### src/rtl/core/assert_macros.svh
// assertion helpers shared by the rtl
`ifndef ASSERT_MACROS_SVH
`define ASSERT_MACROS_SVH

`ifndef SYNTHESIS
// concurrent property checked on every rising clock edge outside reset
`define ASSERT_CLK(label, clk, rstn, prop, msg) \
    label: assert property (@(posedge clk) disable iff (!rstn) prop) else $error(msg);
// expression that must never be true outside reset
`define ASSERT_NEVER(label, clk, rstn, expr, msg) \
    label: assert property (@(posedge clk) disable iff (!rstn) !(expr)) else $error(msg);
`else
`define ASSERT_CLK(label, clk, rstn, prop, msg)
`define ASSERT_NEVER(label, clk, rstn, expr, msg)
`endif

`endif

### src/rtl/core/ntcti_pkg.sv
package ntcti_pkg;

    localparam int TABLE_ENTRIES = 156;
    localparam int IDX_W         = $clog2(TABLE_ENTRIES);
    localparam int SUM_W         = 16;
    localparam int TEMP_W        = 16;
    localparam int START_W       = 12;
    localparam int STEP_W        = 7;
    localparam int STATUS_W      = 2;
    localparam int CFG_IDX_W     = 3;
    localparam int CFG_DATA_W    = 16;
    localparam int PROD_W        = SUM_W + STEP_W;
    // step * (sum - right) + span / 2 stays below 2^17 for this table
    localparam int NUM_W         = SUM_W + 1;
    localparam int DIV_CNT_W     = $clog2(NUM_W + 1);
    localparam int RES_W         = PROD_W + 2;
    localparam int TEMP_MAX      = 2 ** (TEMP_W - 1) - 1;
    localparam int TEMP_MIN      = -(2 ** (TEMP_W - 1));

    typedef logic [IDX_W-1:0] idx_t;
    typedef logic [SUM_W-1:0] sum_t;

    // strictly falling divider sums, entry i is the sum at temperature table_start + i * table_step
    localparam sum_t SUM_TABLE [TABLE_ENTRIES] = '{
        16'd62603, 16'd62459, 16'd62310, 16'd62155, 16'd61995, 16'd61828, 16'd61655, 16'd61475,
        16'd61289, 16'd61096, 16'd60897, 16'd60690, 16'd60477, 16'd60256, 16'd60028, 16'd59793,
        16'd59550, 16'd59299, 16'd59041, 16'd58775, 16'd58501, 16'd58215, 16'd57920, 16'd57618,
        16'd57307, 16'd56988, 16'd56661, 16'd56327, 16'd55984, 16'd55634, 16'd55275, 16'd54906,
        16'd54530, 16'd54146, 16'd53753, 16'd53353, 16'd52944, 16'd52527, 16'd52102, 16'd51670,
        16'd51231, 16'd50786, 16'd50334, 16'd49876, 16'd49411, 16'd48940, 16'd48461, 16'd47976,
        16'd47485, 16'd46989, 16'd46489, 16'd45975, 16'd45458, 16'd44936, 16'd44410, 16'd43880,
        16'd43345, 16'd42807, 16'd42267, 16'd41724, 16'd41179, 16'd40633, 16'd40087, 16'd39539,
        16'd38991, 16'd38442, 16'd37892, 16'd37341, 16'd36791, 16'd36242, 16'd35694, 16'd35145,
        16'd34597, 16'd34051, 16'd33507, 16'd32967, 16'd32427, 16'd31890, 16'd31357, 16'd30828,
        16'd30303, 16'd29779, 16'd29259, 16'd28745, 16'd28235, 16'd27730, 16'd27228, 16'd26732,
        16'd26241, 16'd25756, 16'd25277, 16'd24801, 16'd24332, 16'd23869, 16'd23412, 16'd22961,
        16'd22515, 16'd22075, 16'd21642, 16'd21216, 16'd20796, 16'd20386, 16'd19983, 16'd19586,
        16'd19196, 16'd18813, 16'd18435, 16'd18064, 16'd17699, 16'd17341, 16'd16989, 16'd16641,
        16'd16299, 16'd15964, 16'd15635, 16'd15312, 16'd14995, 16'd14684, 16'd14379, 16'd14080,
        16'd13787, 16'd13501, 16'd13221, 16'd12947, 16'd12679, 16'd12416, 16'd12157, 16'd11904,
        16'd11657, 16'd11415, 16'd11178, 16'd10944, 16'd10715, 16'd10491, 16'd10272, 16'd10057,
        16'd9847,  16'd9641,  16'd9440,  16'd9243,  16'd9050,  16'd8861,  16'd8675,  16'd8494,
        16'd8317,  16'd8144,  16'd7974,  16'd7808,  16'd7646,  16'd7487,  16'd7332,  16'd7180,
        16'd7031,  16'd6886,  16'd6744,  16'd6605
    };

    localparam sum_t FIRST_SUM = SUM_TABLE[0];
    localparam sum_t LAST_SUM  = SUM_TABLE[TABLE_ENTRIES-1];
    localparam idx_t LAST_IDX  = idx_t'(TABLE_ENTRIES - 1);

    typedef enum logic [STATUS_W-1:0] {
        STATUS_IN    = 2'd0,
        STATUS_BELOW = 2'd1,
        STATUS_ABOVE = 2'd2
    } status_t;

    typedef enum logic [CFG_IDX_W-1:0] {
        CFG_TABLE_START   = 3'd0,
        CFG_TABLE_STEP    = 3'd1,
        CFG_SENTINEL_MODE = 3'd2,
        CFG_UNDER_VALUE   = 3'd3,
        CFG_OVER_VALUE    = 3'd4
    } cfg_index_t;

    typedef enum logic [3:0] {
        ST_IDLE,
        ST_CHECK,
        ST_SEARCH,
        ST_LOAD_LO,
        ST_LOAD_HI,
        ST_MUL,
        ST_DIV,
        ST_SCALE,
        ST_FINISH
    } state_t;

    typedef struct packed {
        logic             start;
        logic [NUM_W-1:0] dividend;
        sum_t             divisor;
    } div_req_t;

    typedef struct packed {
        logic             busy;
        logic             done;
        logic [NUM_W-1:0] quotient;
    } div_rsp_t;

    function automatic sum_t rom_read(idx_t addr);
        return SUM_TABLE[addr];
    endfunction

endpackage

### src/rtl/core/ntcti_div.sv
// restoring divider, one quotient bit per cycle
module ntcti_div (
    input  logic                 aclk,
    input  logic                 aresetn,
    input  ntcti_pkg::div_req_t  req,
    output ntcti_pkg::div_rsp_t  rsp
);
    import ntcti_pkg::*;

    logic                 busy_reg, busy_next;
    logic                 done_reg, done_next;
    logic [DIV_CNT_W-1:0] cnt_reg, cnt_next;
    logic [NUM_W-1:0]     quo_reg, quo_next;
    sum_t                 rem_reg, rem_next;
    sum_t                 divisor_reg, divisor_next;

    logic [SUM_W:0]   rem_shift;
    logic [SUM_W+1:0] trial;
    logic             ge;

    always_comb begin
        rem_shift = {rem_reg, quo_reg[NUM_W-1]};
        trial     = {1'b0, rem_shift} - {2'b00, divisor_reg};
        ge        = !trial[SUM_W+1];

        busy_next    = busy_reg;
        done_next    = 1'b0;
        cnt_next     = cnt_reg;
        quo_next     = quo_reg;
        rem_next     = rem_reg;
        divisor_next = divisor_reg;

        if (req.start) begin
            busy_next    = 1'b1;
            cnt_next     = DIV_CNT_W'(NUM_W);
            quo_next     = req.dividend;
            rem_next     = '0;
            divisor_next = req.divisor;
        end else if (busy_reg) begin
            quo_next = {quo_reg[NUM_W-2:0], ge};
            rem_next = ge ? trial[SUM_W-1:0] : rem_shift[SUM_W-1:0];
            cnt_next = cnt_reg - DIV_CNT_W'(1);
            if (cnt_reg == DIV_CNT_W'(1)) begin
                busy_next = 1'b0;
                done_next = 1'b1;
            end
        end
    end

    always_ff @(posedge aclk) begin
        if (!aresetn) begin
            busy_reg <= 1'b0;
            done_reg <= 1'b0;
            cnt_reg  <= '0;
        end else begin
            busy_reg <= busy_next;
            done_reg <= done_next;
            cnt_reg  <= cnt_next;
        end
        quo_reg     <= quo_next;
        rem_reg     <= rem_next;
        divisor_reg <= divisor_next;
    end

    assign rsp.busy     = busy_reg;
    assign rsp.done     = done_reg;
    assign rsp.quotient = quo_reg;

endmodule

### src/rtl/core/ntc_table_temperature_interp_unit.sv
// channel  | direction | signals                                  | transfer
// ---------+-----------+------------------------------------------+---------------------
// s_       | in        | s_valid, s_ready, s_adc_sum              | valid & ready
// m_       | out       | m_valid, m_ready, m_temperature,         | valid & ready
//          |           | m_range_status                           |
// cfg_     | in        | cfg_wr_en, cfg_index, cfg_wdata          | write when cfg_wr_en
//
// in-table sums run 7 or 8 search probes, an exit check, two bracket reads, the offset multiply,
// a 17 step divide with its done strobe, the base multiply and the result load (an exact hit
// or a flat bracket skips the divide); clamped end sums just scale and load, sentinels just load
// one transaction is in flight at a time; s_ready is high only when the sequencer idles
// the result register lets the next transaction enter while m_ready is held low
// reset (synchronous, active low) restores the register defaults and empties the block
`include "assert_macros.svh"

module ntc_table_temperature_interp_unit (
    input  logic                            aclk,
    input  logic                            aresetn,
    // input transactions
    input  logic                            s_valid,
    output logic                            s_ready,
    input  logic [ntcti_pkg::SUM_W-1:0]     s_adc_sum,
    // result transactions
    output logic                            m_valid,
    input  logic                            m_ready,
    output logic [ntcti_pkg::TEMP_W-1:0]    m_temperature,
    output logic [ntcti_pkg::STATUS_W-1:0]  m_range_status,
    // configuration writes
    input  logic                            cfg_wr_en,
    input  logic [ntcti_pkg::CFG_IDX_W-1:0] cfg_index,
    input  logic [ntcti_pkg::CFG_DATA_W-1:0] cfg_wdata
);
    import ntcti_pkg::*;

    // configuration registers
    logic signed [START_W-1:0] table_start_reg;
    logic [STEP_W-1:0]         table_step_reg;
    logic                      sentinel_mode_reg;
    logic [TEMP_W-1:0]         under_value_reg;
    logic [TEMP_W-1:0]         over_value_reg;

    // sequencer state
    state_t state_reg, state_next;

    // per-transaction working registers
    sum_t              sum_reg, sum_next;
    idx_t              lo_reg, lo_next;
    idx_t              hi_reg, hi_next;
    sum_t              vl_reg, vl_next;
    sum_t              span_reg, span_next;
    sum_t              diff_reg, diff_next;
    logic [PROD_W-1:0] mul_reg, mul_next;
    logic [NUM_W-1:0]  quot_reg, quot_next;
    logic              sent_reg, sent_next;
    logic [TEMP_W-1:0] sent_val_reg, sent_val_next;
    status_t           status_reg, status_next;

    // result register
    logic              m_valid_reg, m_valid_next;
    logic [TEMP_W-1:0] temp_out_reg, temp_out_next;
    status_t           status_out_reg, status_out_next;

    // shared datapath
    idx_t              rom_addr;
    sum_t              rom_data;
    logic [IDX_W:0]    mid_sum;
    idx_t              mid;
    sum_t              mul_a;
    logic [PROD_W-1:0] mul_prod;
    logic [PROD_W-1:0] num;
    logic signed [RES_W-1:0] res;
    logic [TEMP_W-1:0] res_sat;

    div_req_t div_req;
    div_rsp_t div_rsp;

    // configuration write decode
    always_ff @(posedge aclk) begin
        if (!aresetn) begin
            table_start_reg   <= '0;
            table_step_reg    <= STEP_W'(10);
            sentinel_mode_reg <= 1'b0;
            under_value_reg   <= TEMP_W'(TEMP_MAX);
            over_value_reg    <= TEMP_W'(TEMP_MIN);
        end else if (cfg_wr_en) begin
            unique case (cfg_index_t'(cfg_index))
                CFG_TABLE_START:   table_start_reg   <= cfg_wdata[START_W-1:0];
                CFG_TABLE_STEP:    table_step_reg    <= cfg_wdata[STEP_W-1:0];
                CFG_SENTINEL_MODE: sentinel_mode_reg <= cfg_wdata[0];
                CFG_UNDER_VALUE:   under_value_reg   <= cfg_wdata[TEMP_W-1:0];
                CFG_OVER_VALUE:    over_value_reg    <= cfg_wdata[TEMP_W-1:0];
                default: begin
                    // unmapped index, write dropped
                end
            endcase
        end
    end

    // midpoint of the current bracket
    assign mid_sum = {1'b0, lo_reg} + {1'b0, hi_reg};
    assign mid     = mid_sum[IDX_W:1];

    // single table read port: probe during search, then the two bracket ends
    always_comb begin
        case (state_reg)
            ST_SEARCH:  rom_addr = mid;
            ST_LOAD_LO: rom_addr = lo_reg;
            default:    rom_addr = hi_reg;
        endcase
    end
    assign rom_data = rom_read(rom_addr);

    // shared multiplier: step * sum offset for the correction, step * index for the base
    assign mul_a    = (state_reg == ST_MUL) ? diff_reg : SUM_W'(hi_reg);
    assign mul_prod = PROD_W'(mul_a) * PROD_W'(table_step_reg);
    // rounding: half the bracket span added before the truncating divide
    assign num      = mul_prod + PROD_W'(span_reg >> 1);

    // base temperature minus rounded correction, clipped to 16 bits
    always_comb begin
        res = RES_W'(table_start_reg) + RES_W'(mul_reg) - RES_W'(quot_reg);
        if (res > RES_W'(TEMP_MAX)) begin
            res_sat = TEMP_W'(TEMP_MAX);
        end else if (res < RES_W'(TEMP_MIN)) begin
            res_sat = TEMP_W'(TEMP_MIN);
        end else begin
            res_sat = res[TEMP_W-1:0];
        end
    end

    ntcti_div u_div (
        .aclk    (aclk),
        .aresetn (aresetn),
        .req     (div_req),
        .rsp     (div_rsp)
    );

    // sequencer
    always_comb begin
        state_next      = state_reg;
        sum_next        = sum_reg;
        lo_next         = lo_reg;
        hi_next         = hi_reg;
        vl_next         = vl_reg;
        span_next       = span_reg;
        diff_next       = diff_reg;
        mul_next        = mul_reg;
        quot_next       = quot_reg;
        sent_next       = sent_reg;
        sent_val_next   = sent_val_reg;
        status_next     = status_reg;
        m_valid_next    = m_valid_reg && !m_ready;
        temp_out_next   = temp_out_reg;
        status_out_next = status_out_reg;

        div_req.start    = 1'b0;
        div_req.dividend = num[NUM_W-1:0];
        div_req.divisor  = span_reg;

        unique case (state_reg)
            ST_IDLE: begin
                if (s_valid) begin
                    sum_next   = s_adc_sum;
                    sent_next  = 1'b0;
                    state_next = ST_CHECK;
                end
            end

            ST_CHECK: begin
                quot_next   = '0;
                status_next = STATUS_IN;
                if (sum_reg <= LAST_SUM) begin
                    // hot end: at or below the last entry
                    if (sum_reg < LAST_SUM) begin
                        status_next = STATUS_BELOW;
                    end
                    if (sum_reg < LAST_SUM && sentinel_mode_reg) begin
                        sent_next     = 1'b1;
                        sent_val_next = under_value_reg;
                        state_next    = ST_FINISH;
                    end else begin
                        hi_next    = LAST_IDX;
                        state_next = ST_SCALE;
                    end
                end else if (sum_reg >= FIRST_SUM) begin
                    // cold end: at or above the first entry
                    if (sum_reg > FIRST_SUM) begin
                        status_next = STATUS_ABOVE;
                    end
                    if (sum_reg > FIRST_SUM && sentinel_mode_reg) begin
                        sent_next     = 1'b1;
                        sent_val_next = over_value_reg;
                        state_next    = ST_FINISH;
                    end else begin
                        hi_next    = '0;
                        state_next = ST_SCALE;
                    end
                end else begin
                    lo_next    = '0;
                    hi_next    = LAST_IDX;
                    state_next = ST_SEARCH;
                end
            end

            ST_SEARCH: begin
                // keep table[lo] >= sum > table[hi]
                if ((hi_reg - lo_reg) > IDX_W'(1)) begin
                    if (sum_reg > rom_data) begin
                        hi_next = mid;
                    end else begin
                        lo_next = mid;
                    end
                end else begin
                    state_next = ST_LOAD_LO;
                end
            end

            ST_LOAD_LO: begin
                if (sum_reg >= rom_data) begin
                    // exact hit on the upper bracket entry
                    hi_next    = lo_reg;
                    quot_next  = '0;
                    state_next = ST_SCALE;
                end else begin
                    vl_next    = rom_data;
                    state_next = ST_LOAD_HI;
                end
            end

            ST_LOAD_HI: begin
                span_next  = (vl_reg > rom_data) ? (vl_reg - rom_data) : '0;
                diff_next  = sum_reg - rom_data;
                state_next = ST_MUL;
            end

            ST_MUL: begin
                if (span_reg == '0) begin
                    // flat bracket, no correction
                    quot_next  = '0;
                    state_next = ST_SCALE;
                end else begin
                    div_req.start = 1'b1;
                    state_next    = ST_DIV;
                end
            end

            ST_DIV: begin
                if (div_rsp.done) begin
                    quot_next  = div_rsp.quotient;
                    state_next = ST_SCALE;
                end
            end

            ST_SCALE: begin
                mul_next   = mul_prod;
                state_next = ST_FINISH;
            end

            ST_FINISH: begin
                if (!m_valid_reg || m_ready) begin
                    m_valid_next    = 1'b1;
                    temp_out_next   = sent_reg ? sent_val_reg : res_sat;
                    status_out_next = status_reg;
                    state_next      = ST_IDLE;
                end
            end

            default: begin
                state_next = ST_IDLE;
            end
        endcase
    end

    always_ff @(posedge aclk) begin
        if (!aresetn) begin
            state_reg   <= ST_IDLE;
            m_valid_reg <= 1'b0;
        end else begin
            state_reg   <= state_next;
            m_valid_reg <= m_valid_next;
        end
        sum_reg        <= sum_next;
        lo_reg         <= lo_next;
        hi_reg         <= hi_next;
        vl_reg         <= vl_next;
        span_reg       <= span_next;
        diff_reg       <= diff_next;
        mul_reg        <= mul_next;
        quot_reg       <= quot_next;
        sent_reg       <= sent_next;
        sent_val_reg   <= sent_val_next;
        status_reg     <= status_next;
        temp_out_reg   <= temp_out_next;
        status_out_reg <= status_out_next;
    end

    assign s_ready        = (state_reg == ST_IDLE);
    assign m_valid        = m_valid_reg;
    assign m_temperature  = temp_out_reg;
    assign m_range_status = status_out_reg;

    // bracket never collapses or inverts during the search
    `ASSERT_CLK(a_search_order, aclk, aresetn, (state_reg == ST_SEARCH) |-> (lo_reg < hi_reg), "search bracket inverted")
    // the divider is only started when it is free
    `ASSERT_NEVER(a_div_restart, aclk, aresetn, div_req.start && div_rsp.busy, "divider restarted while busy")
    // a sentinel result always carries an out-of-table status
    `ASSERT_CLK(a_sentinel_status, aclk, aresetn, (state_reg == ST_FINISH && sent_reg) |-> (status_reg != STATUS_IN), "sentinel with in-table status")
    // a finished result waits while the output register is still occupied
    `ASSERT_CLK(a_finish_holds, aclk, aresetn, (state_reg == ST_FINISH && m_valid_reg && !m_ready) |=> (state_reg == ST_FINISH), "result register overwritten")

endmodule
### config.mk
export PLATFORM = sky130hd
export DESIGN_NAME = ntc_table_temperature_interp_unit
export DESIGN_NICKNAME = d
export VERILOG_FILES = /design/src/rtl/core/ntcti_pkg.sv /design/src/rtl/core/ntcti_div.sv /design/src/rtl/core/ntc_table_temperature_interp_unit.sv
export VERILOG_INCLUDE_DIRS = /design/src /design/src/rtl/core
export SDC_FILE = /design/constraint.sdc
export NUM_CORES = 1
export LEC_CHECK = 0
export BUFFER_PORTS_ARGS = -buffer_cell sky130_fd_sc_hd__buf_4
export CAP_MARGIN = 15
export CORE_MARGIN = 10
export CORE_UTILIZATION = 35
export CTS_CLUSTER_DIAMETER = 30
export DETAILED_ROUTE_END_ITERATION = 8
export GPL_TIMING_DRIVEN = 1
export PLACE_DENSITY = 0.57
export SLEW_MARGIN = 20
export SYNTH_ARGS = -nofsm -noshare
export SYNTH_HDL_FRONTEND = slang
export SYNTH_SLANG_ARGS = --single-unit
### constraint.sdc
create_clock -name aclk -period 10.9 [get_ports aclk]
set_clock_uncertainty 0.1 [all_clocks]
set_input_delay 2.18 -clock aclk [delete_from_list [all_inputs] [get_ports aclk]]
set_output_delay 2.18 -clock aclk [all_outputs]
set_load 0.1 [all_outputs]
== Word level (Yosys, flattened, before mapping) ==
Memories as Yosys holds them, arrays and structs flattened.
Cells that the tools add are included.
Storage, ports and cells
  bits in registers: 270
  memory bits (read-only): 4096
  output and inout port bits: 20
  memories: 1
Memory list
  (name not given): depth 256, bits a word 16, rd ports 1, clocked after memory_dff 0, write ports 0, line ntcti_pkg.sv:90  | return SUM_TABLE[addr];
Operators by class
  add/sub/neg operators: 9
  $mul: 1
  $lt $le $gt $ge: 11
  equal/unequal tests: 30
  mux-type cells: 62
  bitwise gates (word level): 4
  reduce and logical (&&, ||, !) cells: 33
Operator list (count)
  2-to-1 mux 16 bit: 11
  2-to-1 mux 8 bit: 11
  2-to-1 mux 17 bit: 5
  case mux 17 bit (4 select lines): 1
  case mux 4 bit (9 select lines): 1
  > comparator 16 bit: 2
  2-to-1 mux 4 bit: 8
  case mux 8 bit (2 select lines): 2
  subtractor 16 bit: 2
  adder 12 x 24 -> 25 bit: 1
  > comparator 25 x 16 -> 1 bit (second input constant): 1
  < comparator 25 x 16 -> 1 bit (second input constant): 1
  subtractor 25 x 17 -> 25 bit: 1
  case mux 8 bit (3 select lines): 1
  multiplier 16 x 7 -> 23 bit: 1
  inequality test 2 bit (second input constant): 9
  subtractor 17 x 16 -> 18 bit: 1
  adder 17 x 15 -> 17 bit: 1
  == test 4 x 3 -> 1 bit (second input constant): 4
  >= comparator 16 bit: 1
  >= comparator 16 bit (second input constant): 1
  > comparator 16 bit (second input constant): 1
  <= comparator 16 x 13 -> 1 bit (second input constant): 1
  logical NOT 16 bit: 1
  36 further kinds: 81

== Depth between registers and ports, before layout ==
Gate-level depths: netlist of the first run.
  depth after elaboration: 10
  gate-level depth with buffers: 31
  gate-level depth less buffers: 29

== Modules after synthesis ==
Synthesis of the first run repeated with hierarchy kept, for this count alone.
Second synthesis, totals
  cell total of the unflattened synthesis: 2471
  area total of the unflattened synthesis: 22542.9 µm²
By module, submodules not included
  ntc_table_temperature_interp_unit: times used 1, cells an instance 2162, area each 19309.8 µm², sequential area each 5855.6 µm²
  ntcti_div: times used 1, cells an instance 309, area each 3233.1 µm², sequential area each 1451.4 µm²

== Worst setup path before layout of the first run ==
OpenSTA, ideal clock, no wires.
  path kind: reg2reg
  start: register state_reg[2]
  end: register u_div.quo_reg[16], data pin
  library setup time: 264 ps
  arrival time: 6865 ps
  path slack: 3672 ps
  cell stages (with the launch flop): 29
  buffers on the path: 2
  cells stage by stage: dfxtp_1 clkbuf_1 nand2_1 nor2_1 clkbuf_1 mux2i_1 nor2b_1 fa_1 inv_1 fa_1 inv_1 fa_1 inv_1 fa_1 inv_1 ha_1 a2111oi_0 or3_1 o21bai_1 a21oi_1 xnor2_1 ha_1 nand4_1 or3b_2 nand4_1 o2111a_1 o21ai_0 xor2_1 o21ai_1
Between the ends
  longest elaborated chain between the ends: 5
  elaborated cells on any way between the ends: 6
  classes of those cells: add/sub: 1; mul: 1; eq/ne: 1; mux: 3
Ends and longest elaborated chain
  from (decl): line ntc_table_temperature_interp_unit.sv:43  | state_t state_reg, state_next;
  from (signal assigned): line ntc_table_temperature_interp_unit.sv:279  | state_reg <= state_next;
  == test 4 x 3 -> 1 bit: line ntc_table_temperature_interp_unit.sv:114  | assign mul_a = (state_reg == ST_MUL) ? diff_reg : SUM_W'(hi_reg);
  2-to-1 mux 16 bit: line ntc_table_temperature_interp_unit.sv:114
  multiplier 16 x 7 -> 23 bit: line ntc_table_temperature_interp_unit.sv:115  | assign mul_prod = PROD_W'(mul_a) * PROD_W'(table_step_reg);
  net mul_prod[11]: line ntc_table_temperature_interp_unit.sv:69  | logic [PROD_W-1:0] mul_prod;
  adder 17 x 15 -> 17 bit: line ntc_table_temperature_interp_unit.sv:117  | assign num = mul_prod + PROD_W'(span_reg >> 1);
  2-to-1 mux 17 bit: line ntcti_div.sv:33  | if (req.start) begin
  net u_div.quo_next[16]: line ntcti_div.sv:13  | logic [NUM_W-1:0] quo_reg, quo_next;
  to (signal assigned): line ntcti_div.sv:60  | quo_reg <= quo_next;
  to (decl): line ntcti_div.sv:13
The timed path passes the listed nets, and every way through them passes these cells.
A chain may end at the register's enable or synchronous reset.

== Worst setup path in the final report of the first run ==
  start: register state_reg[0]
  end: register quot_reg[5] (enable)
Between the ends
  longest elaborated chain between the ends: 9
  elaborated cells on any way between the ends: 16
  classes of those cells: order compare: 1; eq/ne: 8; mux: 3; bitwise: 1; reduce/logical: 2; memory: 1
Ends and longest elaborated chain
  == test 4 x 2 -> 1 bit, on equally long branches: line ntc_table_temperature_interp_unit.sv:105, ntc_table_temperature_interp_unit.sv:160
  case mux 8 bit (2 select lines): line ntc_table_temperature_interp_unit.sv:105  | case (state_reg)
  NOT 8 -> 9 bit (not written as such): line ntcti_pkg.sv:90
  memory read (256 x 16 bit)
  2-to-1 mux 16 bit (not written as such) (2 in a row): line ntcti_pkg.sv:90
  >= comparator 16 bit: line ntc_table_temperature_interp_unit.sv:219  | if (sum_reg >= rom_data) begin
  inequality test 2 bit (no line)
  AND reduction 4 bit (no line) (*)
  to (signal assigned): line ntc_table_temperature_interp_unit.sv:289  | quot_reg <= quot_next;
  to (decl): line ntc_table_temperature_interp_unit.sv:53  | logic [NUM_W-1:0] quot_reg, quot_next;
Mark *: on every way between the ends. The rest lies on a longest branch, timed or not. The select of a mux whose other input is x is not followed.

==> reports/results.ini, run 1 <==
[worst_setup_path]
critPathKind=register to register
rrSetupSlack_ps=2130
r2r_end=quot_reg[5]
endpoint_kind=register
crit_family=compound AO/OA/AOI/OAI gates
arrival_ps=9000
path_cells=clkinv_1 -> nand2_1 -> a21o_1 -> nand2_1 -> inv_1 -> ha_1 -> nor3_1 -> a221oi_1 -> a31oi_1 -> o211ai_1 -> o31ai_1 -> a21o_1 -> ha_1 -> nor2b_1 -> o21ai_0 -> a21boi_0 -> o21a_1 -> o21ai_0 -> a21oi_1 -> o31a_1 -> o21bai_1 -> and3_1 -> nor3_2 -> buf_4
critPathSlowestCell=and3_1
timing.rr.start=state_reg[0]
cp_data_required_time_ps=11130
crit_fanout=23
worstSetupStartpointType=register
crit_buf_inv=3
reg2reg_depth=24
cpPeakStageDelay_ps=910

[timing]
finalSetupViolCount=0
whs_ps=362.9
hold_viol_final=0
fin_crit_sh=0.8049
worst_slew_pin_slew_ps=1190
min_period_ps=8773
rsz0062_at_grt=false
max_freq_mhz=114.0
fin_tns_setup_ps=0
setup_ws_ps=2127
maxSlewHeadroom=0.2006
maxSlewViolCount=0

[synth]
yosys_warnings=0
ys.flop_type=edfxtp_1
synth_nets=2831
syn_area_um2=22620
synthCells=2515
avgSynthCellArea_um2=8.993
ys_top_cells_by_count=inv_1 (254), nand2_1 (243), edfxtp_1 (190)
yosysSeqAreaShare=0.3231
yosysMostFrequentCell=inv_1
ys_top_cells_by_area=edfxtp_1 (25%), ha_1 (10%), fa_1 (8.2%)
synth_top_cell_area_share=0.2523
synth_edf_count=190
synth_top_area_cell=edfxtp_1
ys_ff_latch=270
synth.distinct_cells=91
synthArstFlopShare=0

[floorplan]
core.rowCount=93
core_area_um2=64230
dieHeight_um=274.2
dieArea_um2=75190
ios=60
dieWidth_um=274.2
initial_core_util=0.3521

[cts]
clock_sinks=270
cts-root-buf=clkbuf_16
cts_buffer_depth=3
cts_buffers=61
path_clk_slew_ps=50
postCtsSetupBuffers=0
hold_buffers=0
cts_max_level=2
cts_tree=built
post_cts_resized=0
clock_latency_ps=640

[routing]
ant_nets=0
drt-total-wl_um=69970
viasPerCell=5.601
wire_per_inst_um=20.28
firstDrtPassIters=5
drcViolationCount=0
vias=19330
drtIter0Drc=1755

[place]
place_area_um2=23920
dp_hpwl_um=52490
place_ws_ps=2295
port_buffers=59
gp_congestion=0.9652

[final_layout]
fillers=6405
layout-drive-gt1-share=0.1048
fin_nets=2860
regArea_um2=7307
finalInstanceArea_um2=26070
syn_to_final_growth_pct=15.27
multi_input_area_um2=13830
largest_register_ffs=23
antennaDiodeCount=0

[global_routing]
track_usage=0.1824
grt_pass1_wl_um=109400
grt.overflow.total=0
grt_pass1_vias=18730
grt_max_degree=61
antenna_found_initial=0

[hold_path]
min_to=over_value_reg[9]
holdPathStages=2
min_path_type=register to register
min-delay-start=over_value_reg[9]

[flow_run]
drv_cap=0

[run_status]
status=finished clean

-- logic make-up (layout without fill, tap and decap cells) --
family | after synthesis | count (layout) | share of synthesized area
flip-flops | 270 | 270 | 0.3231
buffers and inverters | 391 | 472 | 0.06777
multiplexers | 54 | 54 | 0.02523
XOR/XNOR | 90 | 90 | 0.03485
AO/OA/AOI/OAI | 650 | 650 | 0.1926
adder cells (fa/ha/maj) | 276 | 276 | 0.1835
AND/OR/NAND/NOR | 784 | 784 | 0.1729
-- worst max path at each step --
stage                       from                end  slack [ps]  depth (start not counted)
floorplan           state_reg[2]  u_div.quo_reg[16]        3670                         28
global placement    state_reg[0]          hi_reg[1]        2500                         23
detailed placement  state_reg[0]          hi_reg[3]        2290                         23
CTS                 state_reg[0]          hi_reg[0]        2250                         23
global route        state_reg[0]        quot_reg[5]        1570                         24
finish              state_reg[0]        quot_reg[5]        2130                         24
-- worst reg2reg max path: stages, from the launching register on --
cell and delay, ps:
dfxtp_1 710, clkinv_1 470, nand2_1 460, a21o_1 670, nand2_1 170, inv_1 780, ha_1 590, nor3_1 150
a221oi_1 350, a31oi_1 70, o211ai_1 200, o31ai_1 130, a21o_1 260, ha_1 340, nor2b_1 150, o21ai_0 200
a21boi_0 170, o21a_1 200, o21ai_0 210, a21oi_1 160, o31a_1 310, o21bai_1 420, and3_1 910, nor3_2 100
buf_4 250
-- metrics by stage --
stage,cells,utilization
3_3_place_gp,3335,0.3719
4_1_cts,3451,0.4058
3_5_place_dp,3336,0.3725
2_1_floorplan,2515,-
5_1_grt,3451,0.4059
6_report,3451,0.4059
-- layout by cell type (no fill, tap or decap), drive strengths merged, types with 11 or more instances in the layout --
cell type and instances:
nor2b 61, a311oi 15, dfxtp 80, clkbuf 67, a211oi 21, xor2 28
o31ai 12, clkinv 22, or3 23, and2 36, a21boi 43, a221oi 11
edfxtp 190, and3 48, nand3b 11, a311o 11, mux2i 30, buf 96
nor4 14, nor3 64, o21a 18, fa 93, o221ai 11, a21oi 165
nand3 93, nand4 18, o22ai 15, o21ai 134, inv 274, a21o 35
ha 183, nor2 111, nand2 243, nand2b 31, o211ai 33, a31oi 24
xnor2 62, a2111oi 11, mux2 24
-- routing by layer --
layer | vias to the layer above | GRT usage | wire length, µm
met2 | 776 | 0.2817 | 31210
met4 | 0 | 0.06116 | 2074
li1 | 9075 | - | -
met5 | - | 0 | 0
met3 | 143 | 0.03398 | 5236
met1 | 9335 | 0.2524 | 31450
-- cell type report --
class,count,share of cell area
repair buffers,96,0.02841
flip-flops and latches,270,0.2803
multi-input cells,1854,0.5305
inverters,261,0.03758
clock inverters,48,0.02198
well taps,855,0.04103
clock buffers,67,0.06018
Power of run 1 is left out: the tool's default activity adds up to more than one toggle a clock period on the data nets, which glitch-free logic cannot reach.
==> inputs of run 2 (changes only) <==
- PLACE_DENSITY: 0.57 -> 0.59
- clock period: 10.9 -> 7.4 ns (I/O delays scaled with it)
==> run 2 against run 1 <==
Design area rose by 3.4%. Maximum frequency rose by 24%. Critical path type unchanged. Hold slack got worse by 6.0 ps. Die area did not move. Highest routed layer unchanged. Register-to-register slack got worse by 1800 ps. Routed wire length rose by 2.3%. Cell count rose by 3.8%. Global-route usage rose by 0.23 points.
==> reports/results.ini, run 2 (synthesis results as in run 1) <==
[floorplan]
core_area_um2=64230  ; unchanged
dieArea_um2=75190  ; unchanged
core.rowCount=93  ; unchanged
ios=60  ; unchanged
dieHeight_um=274.2  ; unchanged
initial_core_util=0.3521  ; unchanged
dieWidth_um=274.2  ; unchanged

[timing]
worst_slew_pin_slew_ps=974.5  ; -215.4 ps
fin_crit_sh=0.9569  ; +0.1520
min_period_ps=7081  ; -1692 ps
rsz0062_at_grt=false
whs_ps=356.9  ; -6.027 ps
max_freq_mhz=141.2  ; +24%
fin_tns_setup_ps=0  ; unchanged
maxSlewHeadroom=0.3459  ; +0.1453
hold_viol_final=0  ; unchanged
finalSetupViolCount=0  ; unchanged
maxSlewViolCount=0  ; unchanged

[final_layout]
final_util=0.4197  ; +0.01385
largest_register_ffs=23  ; unchanged
syn_to_final_growth_pct=19.20
fin_nets=2997  ; +4.8%
final_common_cell=inv_1
mostFrequentLayoutCells=inv_1 (254), nand2_1 (243), buf_4 (233)
antennaDiodeCount=0  ; unchanged
multi_input_area_um2=13880  ; +0.38%
fillers=6311  ; -1.5%
regArea_um2=7307  ; unchanged
layout-drive-gt1-share=0.1489  ; +0.04416

[global_routing]
grt_pass1_wl_um=111100  ; +1.6%
grt.overflow.total=0  ; unchanged
antenna_found_initial=0  ; unchanged
grt_max_degree=63  ; +3.3%
grt_pass1_vias=19580  ; +4.6%
track_usage=0.1846  ; +0.002254

[routing]
ant_nets=0  ; unchanged
wire_per_inst_um=19.98  ; -1.5%
viasPerCell=5.533  ; -1.2%
vias=19820  ; +2.5%
drtIter0Drc=1462  ; -17%
firstDrtPassIters=5  ; unchanged
drcViolationCount=0  ; unchanged
drt-total-wl_um=71550  ; +2.3%

[run_status]
status=finished clean

[place]
port_buffers=59  ; unchanged
dp_hpwl_um=55280  ; +5.3%
gp_congestion=0.9811  ; +1.6%

[worst_setup_path]
cp_data_required_time_ps=7570  ; -3560 ps
worstSetupStartpointType=register
arrival_ps=7250  ; -1750 ps
endpoint_kind=register
crit_fanout=9  ; -61%
critPathKind=register to register

[flow_run]
drv_cap=0  ; unchanged

[cts]
cts_tree=built
clock_latency_ps=630  ; about the same
hold_buffers=0  ; unchanged
cts_buffers=54  ; -11%
cts_buffer_depth=3  ; unchanged
clock_sinks=270  ; unchanged
cts-root-buf=clkbuf_16
cts_max_level=2  ; unchanged
path_clk_slew_ps=50  ; about the same

[hold_path]
min_path_type=register to register

==> run 2: metal layers <==
layer	up-vias	global-route usage	routed length, µm
met5	-	0	0
met4	0	0.06680	2414
met3	151	0.02927	4450
met2	696	0.2987	32820
met1	9604	0.2457	31870
li1	9364	-	-
==> run 2: final timing paths <==
check / startpoint / end / slack (ps) / cells after the start
worst max-delay path: hi_reg[2] / hi_reg[7] / 320 / 26
worst min-delay path: span_reg[0] / u_div.divisor_reg[0] / 360 / 0
worst max register to register: hi_reg[2] / hi_reg[7] / 320 / 26
worst min register to register: span_reg[0] / u_div.divisor_reg[0] / 360 / 0
==> run 2: final cells by class <==
cell class / instances / area share
Clock inverter: 32 / 0.01290
Timing Repair Buffer: 239 / 0.06901
Clock buffer: 69 / 0.05606
Multi-Input combinational cell: 1855 / 0.5150
Inverter: 261 / 0.03634
Sequential cell: 270 / 0.2710
Tap cell: 855 / 0.03968
==> run 2: stage by stage <==
| stage | instances | instance area (µm²) | setup slack [ps] |
|---|---|---|---|
| floorplan | 2515 | 22620 | 171.5 |
| global placement | 3478 | 25030 | 273.2 |
| detailed placement | 3478 | 25030 | 19.26 |
| CTS | 3579 | 26890 | 125.7 |
| global route | 3581 | 26960 | 30.89 |
| finish | 3581 | 26960 | 318.7 |
==> run 2: worst max-delay path, cell delays in order (launching register included) <==
cell and delay (ps):
edfxtp_1 480, ha_1 460, a21oi_1 100, or3_1 340
a21o_1 370, nand2_1 180, inv_1 230, ha_1 300
buf_4 180, nor3_2 270, a31oi_1 70, o221ai_1 320
a21oi_1 150, o31a_1 410, ha_1 240, fa_1 390
nor2b_1 110, o21ai_0 110, a21boi_0 290, o21a_1 170
o21ai_0 100, a21oi_1 250, or3_1 150, nand2_1 120
or3_1 370, a211oi_1 250, buf_4 230
==> run 2: timing repair <==
| item | in CTS | in global routing |
|---|---|---|
| pin swaps | 0 | 1 |
| setup endpoints to repair | 1 | 49 |
| endpoints found under the hold margin | 0 | 0 |
| gates resized for setup | 1 | 12 |
| gates cloned | 0 | 1 |
| buffers inserted | 0 | 1 |
Power of run 2 is left out for the same reason.
==> inputs of run 3 (changes only) <==
- ABC_AREA: not set -> 1
- CORE_MARGIN: 10 -> not set
==> run 3 against run 2 <==
Sequential cell count stayed put. Critical path depth is 8 higher. Global-route usage is 1.8 points higher. Routed wire length is 5.6% lower. Hold slack worse by 43 ps. Synthesized area is 0.56% higher. Register-to-register slack better by 290 ps. Worst setup slack better by 290 ps.
==> reports/results.ini, run 3 <==
[run_status]
status=finished clean

[synth]
synth_edf_count=190  ; unchanged
ys_ff_latch=270  ; unchanged
yosysMostFrequentCell=nand2_1
avgSynthCellArea_um2=7.589  ; -16%
yosysSeqAreaShare=0.3213  ; -0.001795
synth_nets=3313  ; +17%
ys_top_cells_by_count=nand2_1 (719), inv_1 (440), nor2_1 (277)
synth.distinct_cells=56  ; -38%
ys_top_cells_by_area=edfxtp_1 (25%), nand2_1 (12%), ha_1 (10%)
syn_area_um2=22740  ; +0.56%
synthArstFlopShare=0  ; unchanged
synthCells=2997  ; +19%
synth_top_area_cell=edfxtp_1
synth_top_cell_area_share=0.2509  ; -0.001402
ys.flop_type=edfxtp_1
yosys_warnings=0  ; unchanged

[final_layout]
antennaDiodeCount=0  ; unchanged
layout-drive-gt1-share=0.08575  ; -0.06319
largest_register_ffs=23  ; unchanged
multi_input_area_um2=13330  ; -4.0%
stdcell_count=3992  ; +11%
final_common_cell=nand2_1
final_util=0.4131  ; -0.006611
regArea_um2=7307  ; unchanged
fillers=6565  ; +4.0%
mostFrequentLayoutCells=nand2_1 (719), inv_1 (440), nor2_1 (274)
fin_nets=3400  ; +13%
syn_to_final_growth_pct=16.88

[place]
dp_hpwl_um=52340  ; -5.3%
gp_congestion=0.9542  ; -2.7%
port_buffers=59  ; unchanged
post-place-cells=3870  ; +11%

[timing]
max_freq_mhz=147.2  ; +4.2%
maxSlewHeadroom=0.4650  ; +0.1191
min_period_ps=6796  ; -285.5 ps
fin_tns_setup_ps=0  ; unchanged
worst_slew_pin_slew_ps=801.6  ; -173.0 ps
rsz0062_at_grt=false
hold_viol_final=0  ; unchanged
finalSetupViolCount=0  ; unchanged
fin_crit_sh=0.9183  ; -0.03858
maxSlewViolCount=0  ; unchanged

[global_routing]
track_usage=0.2028  ; +0.01812
antenna_found_initial=0  ; unchanged
grt.overflow.total=0  ; unchanged
grt_pass1_wl_um=106400  ; -4.2%
grt_pass1_vias=19320  ; -1.3%
grt_max_degree=56  ; -11%

[worst_setup_path]
crit_fanout=6  ; -3
arrival_ps=7030  ; -220 ps
cp_data_required_time_ps=7630  ; +60 ps
critPathSlowestCell=fa_1
endpoint_kind=register
cpPeakStageDelay_ps=530  ; +50 ps
worstSetupStartpointType=register
cp_common_cell=inv_1
critPathKind=register to register

[cts]
clock_sinks=270  ; unchanged
cts_tree=built
path_clk_slew_ps=50  ; about the same
clock_latency_ps=590  ; -40 ps
hold_buffers=0  ; unchanged
cts_buffer_depth=3  ; unchanged
cts_max_level=3  ; +1
cts_buffers=66  ; +22%
cts-root-buf=clkbuf_16

[routing]
firstDrtPassIters=5  ; unchanged
wire_per_inst_um=16.92  ; -15%
drt-total-wl_um=67560  ; -5.6%
ant_nets=0  ; unchanged
drtIter0Drc=1660  ; +14%
vias=20330  ; +2.6%
viasPerCell=5.093  ; -8.0%
drcViolationCount=0  ; unchanged

[flow_run]
drv_cap=0  ; unchanged

[floorplan]
dieArea_um2=66010  ; -12%
ios=60  ; unchanged
initial_core_util=0.3535  ; +0.001327
dieWidth_um=256.9  ; -6.3%
dieHeight_um=256.9  ; -6.3%
core.rowCount=93  ; unchanged
core_area_um2=64350  ; +0.18%

[hold_path]
min_path_type=register to register

==> run 3: changes by cell type after synthesis, moves of 33 or more <==
cell / previous run / this run
nor2_1: 110 / 277
nor2b_1: 61 / 0
nand2_1: 243 / 719
inv_1: 254 / 440
and3_1: 47 / 1
nand3_1: 93 / 269
nor3_1: 64 / 27
clkbuf_1: 80 / 35
xnor2_1: 62 / 29
a21boi_0: 43 / 5
==> run 3: timing repair <==
item	in CTS	in global routing
setup endpoints to repair	0	1
setup buffers	0	1
gates resized for setup	0	0
==> run 3: logic make-up (layout without fill, tap and decap cells) <==
kind of cell,after synthesis,after routing,share of synthesized area
buffers and inverters,534,674,0.09297
AND/OR/NAND/NOR,1408,1408,0.2674
XOR/XNOR,84,84,0.03235
multiplexers,1,1,0.0004401
AO/OA/AOI/OAI,424,424,0.1031
adder cells (fa/ha/maj),276,276,0.1825
flip-flops,270,270,0.3213
==> run 3: area by class of cell <==
cell class / count / area share
multi-input cells: 2193 / 0.5016
flip-flops and latches: 270 / 0.2749
inverters: 453 / 0.06396
clock buffers: 73 / 0.06349
well taps: 855 / 0.04024
repair buffers: 100 / 0.02824
clock inverters: 48 / 0.02763
==> run 3: critical path: cells and delay by family, from the launching register on <==
kind                       cells  cell delay [ps]
adders and majority gates      6             2700
and+or+nand+nor               10             1220
AOI/OAI and AO/OA              8             1190
buffers and inverters          9              810
DFF                            1              330
xor gates and xnor gates       1              190
==> run 3: metrics by stage <==
step	area, µm²	hold WS [ps]	worst slack (ps)
2_1_floorplan	22740	300.3	851.6
3_3_place_gp	24150	305.9	660.1
3_5_place_dp	24150	315.8	557.0
4_1_cts	26570	313.0	574.6
5_1_grt	26580	334.5	32.07
6_report	26580	313.5	604.2
==> run 3: path summary, 6_finish.rpt <==
kind | depth (start not counted) | start | slack [ps] | to
max | 34 | state_reg[0] | 600 | u_div.quo_reg[15]
min | 0 | status_reg[1] | 310 | m_range_status[1]
max reg2reg | 34 | state_reg[0] | 600 | u_div.quo_reg[15]
min reg2reg | 0 | status_reg[1] | 310 | m_range_status[1]
==> run 3: routing by layer <==
| metal | global-route usage | vias to the layer above | wire length (µm) |
|---|---|---|---|
| li1 | - | 10040 | - |
| met1 | 0.2821 | 9418 | 31270 |
| met2 | 0.3129 | 717 | 29450 |
| met3 | 0.03379 | 155 | 4524 |
| met4 | 0.07920 | 0 | 2313 |
| met5 | 0 | - | 0 |
Power of run 3 is left out for the same reason.
